$ cat src/rtl/apr_pkg.sv
// ----------------------------------------------------------------------------
// apr_pkg
// shared constants and types for the aging page replacement block
// ----------------------------------------------------------------------------
package apr_pkg;

  localparam int DEF_MAX_FRAMES = 16;
  localparam int DEF_AGE_BITS   = 16;

  localparam int PAGE_W    = 16;
  localparam int CFG_W     = 5;
  localparam int IDX_OUT_W = 4;
  localparam int TOTAL_W   = 32;

  // widest frame number and counter over the parameter ranges
  localparam int MAX_IDX_W = 6;
  localparam int MAX_AGE_W = 32;

  localparam logic [CFG_W-1:0] CFG_RESET = CFG_W'(16);

  // running search result passed from cell to cell
  typedef struct packed {
    logic                 has;
    logic                 found;
    logic [MAX_IDX_W-1:0] found_idx;
    logic [MAX_AGE_W-1:0] best_age;
    logic [MAX_IDX_W-1:0] best_idx;
    logic                 best_valid;
    logic [PAGE_W-1:0]    best_page;
  } carry_t;

  // update broadcast to every cell at the end of a search
  typedef struct packed {
    logic                 en;
    logic [MAX_IDX_W-1:0] slot;
    logic                 refill;
    logic [PAGE_W-1:0]    page;
  } upd_t;

endpackage

$ cat src/rtl/apr_if.sv
// ----------------------------------------------------------------------------
// apr channel interfaces
// valid/ready channels for page references and replacement results
// ----------------------------------------------------------------------------
interface apr_in_if import apr_pkg::*; ();
  logic              valid;
  logic              ready;
  logic [PAGE_W-1:0] page_id;

  modport source (output valid, output page_id, input ready);
  modport sink   (input valid, input page_id, output ready);
endinterface

interface apr_out_if import apr_pkg::*; ();
  logic                 valid;
  logic                 ready;
  logic                 hit;
  logic [IDX_OUT_W-1:0] frame_index;
  logic                 evicted_valid;
  logic [PAGE_W-1:0]    evicted_page;
  logic [TOTAL_W-1:0]   hit_total;
  logic [TOTAL_W-1:0]   miss_total;

  modport source (output valid, output hit, output frame_index, output evicted_valid,
                  output evicted_page, output hit_total, output miss_total, input ready);
  modport sink   (input valid, input hit, input frame_index, input evicted_valid,
                  input evicted_page, input hit_total, input miss_total, output ready);
endinterface

$ cat src/rtl/aging_page_replacement.sv
// ----------------------------------------------------------------------------
// aging_page_replacement
// page frame table with aging counters, hit search and least-aged victim
// ----------------------------------------------------------------------------
//
//  port     dir   handshake          carries
//  in_ch    in    valid/ready        page_id
//  out_ch   out   valid/ready        hit, frame_index, evicted_*, hit/miss totals
//  cfg_*    in    cfg_we             active_frames
//
//  the search result walks one frame cell per cycle down the chain, so the
//  chain length sets how long each item takes
//  the result sits in an output register, so the next item is taken while
//  it waits; a full output register holds the finished search until taken
//  reset (synchronous, rst_n low) clears all frames to invalid, all counters
//  and totals to zero, and active_frames to 16
//
module aging_page_replacement import apr_pkg::*; #(
  parameter int MAX_FRAMES = DEF_MAX_FRAMES,
  parameter int AGE_BITS   = DEF_AGE_BITS
) (
  input  logic             clk,
  input  logic             rst_n,
  input  logic             cfg_we,
  input  logic [CFG_W-1:0] cfg_wdata,
  apr_in_if.sink           in_ch,
  apr_out_if.source        out_ch
);

  localparam int N_W = $clog2(MAX_FRAMES + 1);

  // control states
  localparam logic S_IDLE = 1'b0;
  localparam logic S_SCAN = 1'b1;

  logic              state_r, state_nxt;
  logic [N_W-1:0]    cnt_r, cnt_nxt;
  logic [PAGE_W-1:0] key_r, key_nxt;
  logic [CFG_W-1:0]  cfg_r;
  logic [N_W-1:0]    n_eff;
  logic [MAX_FRAMES-1:0] active;

  logic [TOTAL_W-1:0] hit_cnt_r, hit_cnt_nxt;
  logic [TOTAL_W-1:0] miss_cnt_r, miss_cnt_nxt;

  logic                 out_valid_r, out_valid_nxt;
  logic                 out_hit_r;
  logic [IDX_OUT_W-1:0] out_idx_r;
  logic                 out_ev_valid_r;
  logic [PAGE_W-1:0]    out_ev_page_r;

  logic   accept, out_free, fin;
  carry_t chain [MAX_FRAMES+1];
  carry_t last;
  upd_t   upd;
  logic [MAX_IDX_W-1:0] slot;

  // frames in use: zero counts as one, above the table size saturates
  always_comb begin
    if (cfg_r == '0)
      n_eff = N_W'(1);
    else if (int'(cfg_r) > MAX_FRAMES)
      n_eff = N_W'(MAX_FRAMES);
    else
      n_eff = N_W'(cfg_r);
  end

  // chain of frame cells, the search enters at frame 0
  assign chain[0] = '0;

  for (genvar g = 0; g < MAX_FRAMES; g++) begin : g_cell
    assign active[g] = (N_W'(g) < n_eff);
    apr_cell #(
      .LANE     (g),
      .AGE_BITS (AGE_BITS)
    ) u_cell (
      .clk     (clk),
      .rst_n   (rst_n),
      .active  (active[g]),
      .key     (key_r),
      .carry_i (chain[g]),
      .upd     (upd),
      .carry_o (chain[g+1])
    );
  end

  assign last     = chain[MAX_FRAMES];
  assign accept   = in_ch.valid && in_ch.ready;
  assign out_free = !out_valid_r || out_ch.ready;
  // last cell has seen the whole table once the count reaches the length
  assign fin      = (state_r == S_SCAN) && (cnt_r == N_W'(MAX_FRAMES)) && out_free;
  assign slot     = last.found ? last.found_idx : last.best_idx;

  always_comb begin
    upd.en     = fin;
    upd.slot   = slot;
    upd.refill = !last.found;
    upd.page   = key_r;
  end

  always_comb begin
    state_nxt    = state_r;
    cnt_nxt      = cnt_r;
    key_nxt      = key_r;
    hit_cnt_nxt  = hit_cnt_r;
    miss_cnt_nxt = miss_cnt_r;
    unique case (state_r)
      S_IDLE: begin
        if (accept) begin
          key_nxt   = in_ch.page_id;
          cnt_nxt   = '0;
          state_nxt = S_SCAN;
        end
      end
      S_SCAN: begin
        if (cnt_r != N_W'(MAX_FRAMES))
          cnt_nxt = cnt_r + N_W'(1);
        if (fin) begin
          state_nxt = S_IDLE;
          // saturating totals
          if (last.found && hit_cnt_r != '1)
            hit_cnt_nxt = hit_cnt_r + TOTAL_W'(1);
          if (!last.found && miss_cnt_r != '1)
            miss_cnt_nxt = miss_cnt_r + TOTAL_W'(1);
        end
      end
      default: state_nxt = S_IDLE;
    endcase
  end

  always_comb begin
    out_valid_nxt = out_valid_r;
    if (out_ch.ready)
      out_valid_nxt = 1'b0;
    if (fin)
      out_valid_nxt = 1'b1;
  end

  always_ff @(posedge clk) begin
    if (!rst_n) begin
      state_r     <= S_IDLE;
      cnt_r       <= '0;
      cfg_r       <= CFG_RESET;
      hit_cnt_r   <= '0;
      miss_cnt_r  <= '0;
      out_valid_r <= 1'b0;
    end else begin
      state_r     <= state_nxt;
      cnt_r       <= cnt_nxt;
      hit_cnt_r   <= hit_cnt_nxt;
      miss_cnt_r  <= miss_cnt_nxt;
      out_valid_r <= out_valid_nxt;
      if (cfg_we)
        cfg_r <= cfg_wdata;
    end
  end

  // payload registers
  always_ff @(posedge clk) begin
    key_r <= key_nxt;
    if (fin) begin
      out_hit_r      <= last.found;
      out_idx_r      <= slot[IDX_OUT_W-1:0];
      out_ev_valid_r <= !last.found && last.best_valid;
      out_ev_page_r  <= (!last.found && last.best_valid) ? last.best_page : '0;
    end
  end

  // no item is taken while reset is held
  assign in_ch.ready          = rst_n && (state_r == S_IDLE);
  assign out_ch.valid         = out_valid_r;
  assign out_ch.hit           = out_hit_r;
  assign out_ch.frame_index   = out_idx_r;
  assign out_ch.evicted_valid = out_ev_valid_r;
  assign out_ch.evicted_page  = out_ev_page_r;
  assign out_ch.hit_total     = hit_cnt_r;
  assign out_ch.miss_total    = miss_cnt_r;

  // a finished search always leaves a result waiting
  a_fin_out: assert property (@(posedge clk) disable iff (!rst_n)
    fin |=> out_valid_r)
    else $error("finished search left no result");

  // the chosen frame lies inside the frames in use
  a_slot_range: assert property (@(posedge clk) disable iff (!rst_n)
    fin |-> (int'(slot) < int'(n_eff)))
    else $error("frame outside the active range chosen");

  // a hit never reports an eviction
  a_hit_no_evict: assert property (@(posedge clk) disable iff (!rst_n)
    (out_valid_r && out_hit_r) |-> !out_ev_valid_r)
    else $error("eviction reported on a hit");

  // exactly one total moves per finished item unless saturated
  a_totals: assert property (@(posedge clk) disable iff (!rst_n)
    (fin && hit_cnt_r != '1 && miss_cnt_r != '1) |=>
      ((hit_cnt_r != $past(hit_cnt_r)) != (miss_cnt_r != $past(miss_cnt_r))))
    else $error("totals did not advance by one item");

endmodule

$ cat src/rtl/apr_cell.sv
// ----------------------------------------------------------------------------
// apr_cell
// one page frame: holds page, valid mark and aging counter, extends the search
// ----------------------------------------------------------------------------
module apr_cell import apr_pkg::*; #(
  parameter int LANE     = 0,
  parameter int AGE_BITS = DEF_AGE_BITS
) (
  input  logic              clk,
  input  logic              rst_n,
  input  logic              active,
  input  logic [PAGE_W-1:0] key,
  input  carry_t            carry_i,
  input  upd_t              upd,
  output carry_t            carry_o
);

  logic [PAGE_W-1:0]   page_r, page_nxt;
  logic                valid_r, valid_nxt;
  logic [AGE_BITS-1:0] age_r, age_nxt;
  carry_t              carry_r, carry_nxt;
  logic                hit_here, take, is_slot;
  logic [MAX_AGE_W-1:0] my_age;

  assign my_age   = MAX_AGE_W'(age_r);
  assign hit_here = valid_r && (page_r == key);
  assign take     = !carry_i.has || (my_age < carry_i.best_age);
  assign is_slot  = (upd.slot == MAX_IDX_W'(LANE));

  always_comb begin
    carry_nxt = carry_i;
    if (active) begin
      carry_nxt.has = 1'b1;
      if (!carry_i.found && hit_here) begin
        carry_nxt.found     = 1'b1;
        carry_nxt.found_idx = MAX_IDX_W'(LANE);
      end
      if (take) begin
        carry_nxt.best_age   = my_age;
        carry_nxt.best_idx   = MAX_IDX_W'(LANE);
        carry_nxt.best_valid = valid_r;
        carry_nxt.best_page  = page_r;
      end
    end
  end

  always_comb begin
    page_nxt  = page_r;
    valid_nxt = valid_r;
    age_nxt   = age_r;
    if (upd.en && active) begin
      // shift right, referenced frame takes the top bit
      age_nxt = {is_slot, age_r[AGE_BITS-1:1]};
      if (is_slot && upd.refill) begin
        page_nxt  = upd.page;
        valid_nxt = 1'b1;
      end
    end
  end

  always_ff @(posedge clk) begin
    if (!rst_n) begin
      page_r  <= '0;
      valid_r <= 1'b0;
      age_r   <= '0;
      carry_r <= '0;
    end else begin
      page_r  <= page_nxt;
      valid_r <= valid_nxt;
      age_r   <= age_nxt;
      carry_r <= carry_nxt;
    end
  end

  assign carry_o = carry_r;

endmodule
$ cat src/flat_wrapper.sv
// flat-port wrapper written by rule: the top's interface ports become plain ports
module aging_page_replacement_flat import apr_pkg::*;
#(
  parameter int MAX_FRAMES = DEF_MAX_FRAMES,
  parameter int AGE_BITS   = DEF_AGE_BITS
)
  (clk, rst_n, cfg_we, cfg_wdata, in_ch_valid, in_ch_page_id, in_ch_ready, out_ch_valid, out_ch_hit, out_ch_frame_index, out_ch_evicted_valid, out_ch_evicted_page, out_ch_hit_total, out_ch_miss_total, out_ch_ready);
  apr_in_if in_ch_i ();
  apr_out_if out_ch_i ();
  input  logic clk;
  input  logic rst_n;
  input  logic cfg_we;
  input  logic [CFG_W-1:0] cfg_wdata;
  input wire logic [$bits(in_ch_i.valid)-1:0] in_ch_valid;
  input wire logic [$bits(in_ch_i.page_id)-1:0] in_ch_page_id;
  output wire logic [$bits(in_ch_i.ready)-1:0] in_ch_ready;
  output wire logic [$bits(out_ch_i.valid)-1:0] out_ch_valid;
  output wire logic [$bits(out_ch_i.hit)-1:0] out_ch_hit;
  output wire logic [$bits(out_ch_i.frame_index)-1:0] out_ch_frame_index;
  output wire logic [$bits(out_ch_i.evicted_valid)-1:0] out_ch_evicted_valid;
  output wire logic [$bits(out_ch_i.evicted_page)-1:0] out_ch_evicted_page;
  output wire logic [$bits(out_ch_i.hit_total)-1:0] out_ch_hit_total;
  output wire logic [$bits(out_ch_i.miss_total)-1:0] out_ch_miss_total;
  input wire logic [$bits(out_ch_i.ready)-1:0] out_ch_ready;
  assign in_ch_i.valid = in_ch_valid;
  assign in_ch_i.page_id = in_ch_page_id;
  assign in_ch_ready = in_ch_i.ready;
  assign out_ch_valid = out_ch_i.valid;
  assign out_ch_hit = out_ch_i.hit;
  assign out_ch_frame_index = out_ch_i.frame_index;
  assign out_ch_evicted_valid = out_ch_i.evicted_valid;
  assign out_ch_evicted_page = out_ch_i.evicted_page;
  assign out_ch_hit_total = out_ch_i.hit_total;
  assign out_ch_miss_total = out_ch_i.miss_total;
  assign out_ch_i.ready = out_ch_ready;
  aging_page_replacement #(.MAX_FRAMES(MAX_FRAMES), .AGE_BITS(AGE_BITS)) u_core (.clk(clk), .rst_n(rst_n), .cfg_we(cfg_we), .cfg_wdata(cfg_wdata), .in_ch(in_ch_i), .out_ch(out_ch_i));
endmodule
$ cat config.mk
export PLATFORM = sky130hd
export DESIGN_NAME = aging_page_replacement_flat
export DESIGN_NICKNAME = d
export VERILOG_FILES = /design/src/rtl/apr_pkg.sv /design/src/rtl/apr_if.sv /design/src/rtl/aging_page_replacement.sv /design/src/rtl/apr_cell.sv /design/src/flat_wrapper.sv
export SDC_FILE = /design/constraint.sdc
export NUM_CORES = 2
export LEC_CHECK = 0
export ABC_AREA = 1
export BUFFER_PORTS_ARGS = -buffer_cell sky130_fd_sc_hd__buf_4
export CAP_MARGIN = 20
export CORE_ASPECT_RATIO = 0.6
export CORE_MARGIN = 5
export CORE_UTILIZATION = 30
export CTS_BUF_LIST = sky130_fd_sc_hd__clkbuf_16
export CTS_CLUSTER_SIZE = 16
export DETAILED_ROUTE_END_ITERATION = 6
export SLEW_MARGIN = 0
export SYNTH_ARGS = -nofsm -noshare
export SYNTH_HDL_FRONTEND = slang
export SYNTH_SLANG_ARGS = --single-unit
$ cat constraint.sdc
create_clock -name clk -period 5.5 [get_ports clk]
set_input_delay 1.65 -clock clk [delete_from_list [all_inputs] [get_ports clk]]
set_output_delay 1.65 -clock clk [all_outputs]
set_load 0.005 [all_outputs]
==> flow_metrics.env <==
export IMPL_cts_setup_buffers=0
export IMPL_status="finished with violations"
export IMPL_cp_data_arrival_time_ns=4.65
export IMPL_start_util_pct=30.3
export IMPL_via_per_inst=4.91
export IMPL_fin_crit_sh_pct=73.5
export IMPL_wl_per_cell_microns=16.9
export IMPL_yosys_warnings=0
export IMPL_dieHeight_microns=350
export IMPL_cap_violations=0
export IMPL_power_leakage_nw=27.6
export IMPL_numCtsBuffers=121
export IMPL_syn_nets=8297
export IMPL_design_area_sq_um=64900
export IMPL_clockBufferDepth=3
export IMPL_clock_sinks=1283
export IMPL_crit_required_ns=6.10
export IMPL_drive_gt1_share_pct=6.26
export IMPL_final_net_count=8131
export IMPL_critPathKind="flop to flop"
export IMPL_grt_usage_pct=17.0
export IMPL_path_clk_slew_ns=0.07
export IMPL_core_sq_um=191000
export IMPL_seq_area_frac_synth_pct=45.0
export IMPL_fin_ws_ns=1.46
export IMPL_dp_cells=10300
export IMPL_nFillCells=20100
export IMPL_chipWidth_microns=577
export IMPL_tns_ns=0
export IMPL_root_buffer="clkbuf_16"
export IMPL_utilization_pct=33.9
export IMPL_cellPowerDensity_nw_per_um2=335
export IMPL_syn_inst=8042
export IMPL_avgSynthCellArea_sq_um=7.20
export IMPL_worst_path_max_delay_cell="buf_4"
export IMPL_io_buffer_count=113
export IMPL_rsz0062_at_grt="no"
export IMPL_hold_viol=0
export IMPL_hold_buffers=0
export IMPL_ys_types=46
export IMPL_power_mw=21.7
export IMPL_gp_congestion=0.909
export IMPL_setup_viol_count_final=0
export IMPL_antenna_found_initial=4
export IMPL_hpwl_microns=120000
export IMPL_hold_class="flop to flop"
export IMPL_path_buf_inv=5
export IMPL_hold_slack_ns=0.418
export IMPL_drt_iter0_markers=6081
export IMPL_fin_worst_skew_ns=0.0437
export IMPL_io_pin_count=114
export IMPL_period_minus_slack_ns=4.04
export IMPL_cts_tree="done"
export IMPL_final_seq_area_sq_um=26100
export IMPL_multi_input_area_sq_um=26000
export IMPL_critPathLaunchType="flop"
export IMPL_endpoint_kind="flop"
export IMPL_crit_chain="buf_4 -> nor2_2 -> nand2_1 -> o21ai_4 -> o21ai_1 -> inv_2 -> buf_4 -> nand2_1 -> buf_4 -> clkinv_2 -> nand2_2 -> nand2_1 -> a21oi_1"
export IMPL_cp_top_family="buffers and inverters"
export IMPL_grt_overflow=0
export IMPL_ir_worst_vdd_mv=0.335
export IMPL_reg2reg_slack_ns=1.46
export IMPL_firstDrtPassIters=7
export IMPL_min_path_cells=1
export IMPL_via_count=51900
export IMPL_grt_pass1_vias=46400
export IMPL_dieArea_sq_um=202000
export IMPL_grt_first_pass_wirelength_microns=275000
export IMPL_clock_fmax_mhz=247
export IMPL_wl_microns=179000
export IMPL_cts_htree_levels=3
export IMPL_maxSlewViolCount=0
export IMPL_cp_depth=13
export IMPL_worst_pin_slew_ns=1.06
export IMPL_crit_path_max_incr_delay_ns=0.63
export IMPL_grt_max_degree=210
export IMPL_cts_resized=0
export IMPL_slew_headroom_pct=29.1
export IMPL_syn_to_final_growth_pct=12.0
export IMPL_synthesis_area_sq_um=57900
export IMPL_insertion_delay_ns=0.78
export IMPL_fin_cells=10600
export IMPL_rows=124
export IMPL_violations="DRC"
export IMPL_crit_fanout=69
export IMPL_drc=4
export IMPL_dpl_instance_area_sq_um=60900
export IMPL_synth_seq_cells=1283
export IMPL_r2r_cells=13
export IMPL_ant_nets=0
export IMPL_dp_slack_ns=1.16
path summary, 6_finish.rpt:
| path | startpoint | end |
|---|---|---|
| setup reg to reg | u_core.cfg_r[4]$_SDFFE_PN1P_ | u_core.g_cell[14].u_cell.page_r[1]$_SDFFE_PN0P_ |
| hold reg to reg | u_core.g_cell[0].u_cell.carry_o[61]$_SDFF_PN0_ | u_core.g_cell[1].u_cell.carry_o[55]$_SDFF_PP0_ |
| hold / removal | u_core.g_cell[0].u_cell.carry_o[61]$_SDFF_PN0_ | u_core.g_cell[1].u_cell.carry_o[55]$_SDFF_PP0_ |
| setup / recovery | u_core.cfg_r[4]$_SDFFE_PN1P_ | u_core.g_cell[14].u_cell.page_r[1]$_SDFFE_PN0P_ |
registers in the layout, indices dropped and copies added, names as in the netlist:
name / flops
u_core.out_ch.hit: 1
u_core.cnt_r: 5
u_core.state_r: 1
u_core.out_ch.miss_total: 32
u_core.cfg_r: 5
u_core.out_ch.evicted_valid: 1
u_core.g_cell.u_cell.page_r: 256
u_core.out_ch.frame_index: 4
u_core.g_cell.u_cell.valid_r: 16
u_core.key_r: 16
u_core.g_cell.u_cell.carry_o: 641
u_core.out_ch.valid: 1
u_core.out_ch.evicted_page: 16
u_core.g_cell.u_cell.age_r: 256
u_core.out_ch.hit_total: 32
worst reg2reg max path, stage by stage, from the launching register on:
cell      delay, ns
dfxtp_1        0.30
buf_4          0.26
nor2_2         0.20
nand2_1        0.32
o21ai_4        0.31
o21ai_1        0.20
inv_2          0.09
buf_4          0.63
nand2_1        0.45
buf_4          0.37
clkinv_2       0.25
nand2_2        0.28
nand2_1        0.15
a21oi_1        0.06
layout by cell type (no fill, tap or decap), drive strengths merged, types with 15 or more instances in the layout:
cell type,synthesis,routed
edfxtp,38,38
nand3,626,626
xor2,79,79
ha,229,229
o22ai,80,80
nand4,51,51
o21ai,393,393
xnor2,42,42
buf,155,223
a21oi,1249,1249
nand2,1507,1507
inv,1013,1050
clkbuf,357,121
nor2,826,826
dfxtp,1245,1245
nor4,15,15
nor3,87,87
clkinv,10,63
logic make-up after synthesis:
kind of cell	count (synthesis)	share of synthesized area, %
buf+inv	1535	10.2
compound gates	1746	15.5
simple gates	3128	22.6
flops	1283	45.0
fa+ha+maj	229	4.95
xor+xnor	121	1.83
where the power goes:
part	internal, mW	switching [mW]
combinational	1.01	2.19
sequential	9.85	0.274
clock	4.53	3.86
cell type report:
cell class	instances	area share (%)
clock inverters	107	1.31
inverters	1023	5.93
multi-input cells	5224	40.1
clock buffers	121	4.67
diodes	4	0.0154
flip-flops and latches	1283	40.2
well taps	2583	4.98
repair buffers	223	2.76
cell usage after synthesis (all sizes together):
library cell,number,area share [%]
o2111ai,7,0.11
o221ai,3,0.045
clkinv,10,0.067
o21ai,393,3.5
o211ai,5,0.065
a22o,2,0.030
dfxtp,1245,43
or2,6,0.065
nand3b,5,0.065
nor2,826,5.5
nand4,51,0.61
nor3,87,0.82
xor2,79,1.2
a21oi,1249,11
inv,1013,6.6
nand3,626,5.4
nor3b,5,0.065
clkbuf,357,2.3
edfxtp,38,2.0
o22ai,80,0.86
a211oi,3,0.039
nor4,15,0.16
ha,229,4.9
buf,155,1.2
a221oi,2,0.030
xnor2,42,0.64
o21a,2,0.026
nand2,1507,9.8
per-layer routing:
metal | share of wire [%] | track usage, % | vias up | routed length (microns)
met1 | 50 | 27.1 | 24200 | 89900
li1 | - | - | 25500 | -
met5 | 0 | 0 | - | 0
met4 | 2.3 | 4.19 | 0 | 4150
met2 | 38 | 22.3 | 1972 | 67400
met3 | 9.7 | 3.92 | 247 | 17400
Power figures use the tool's default switching activity.
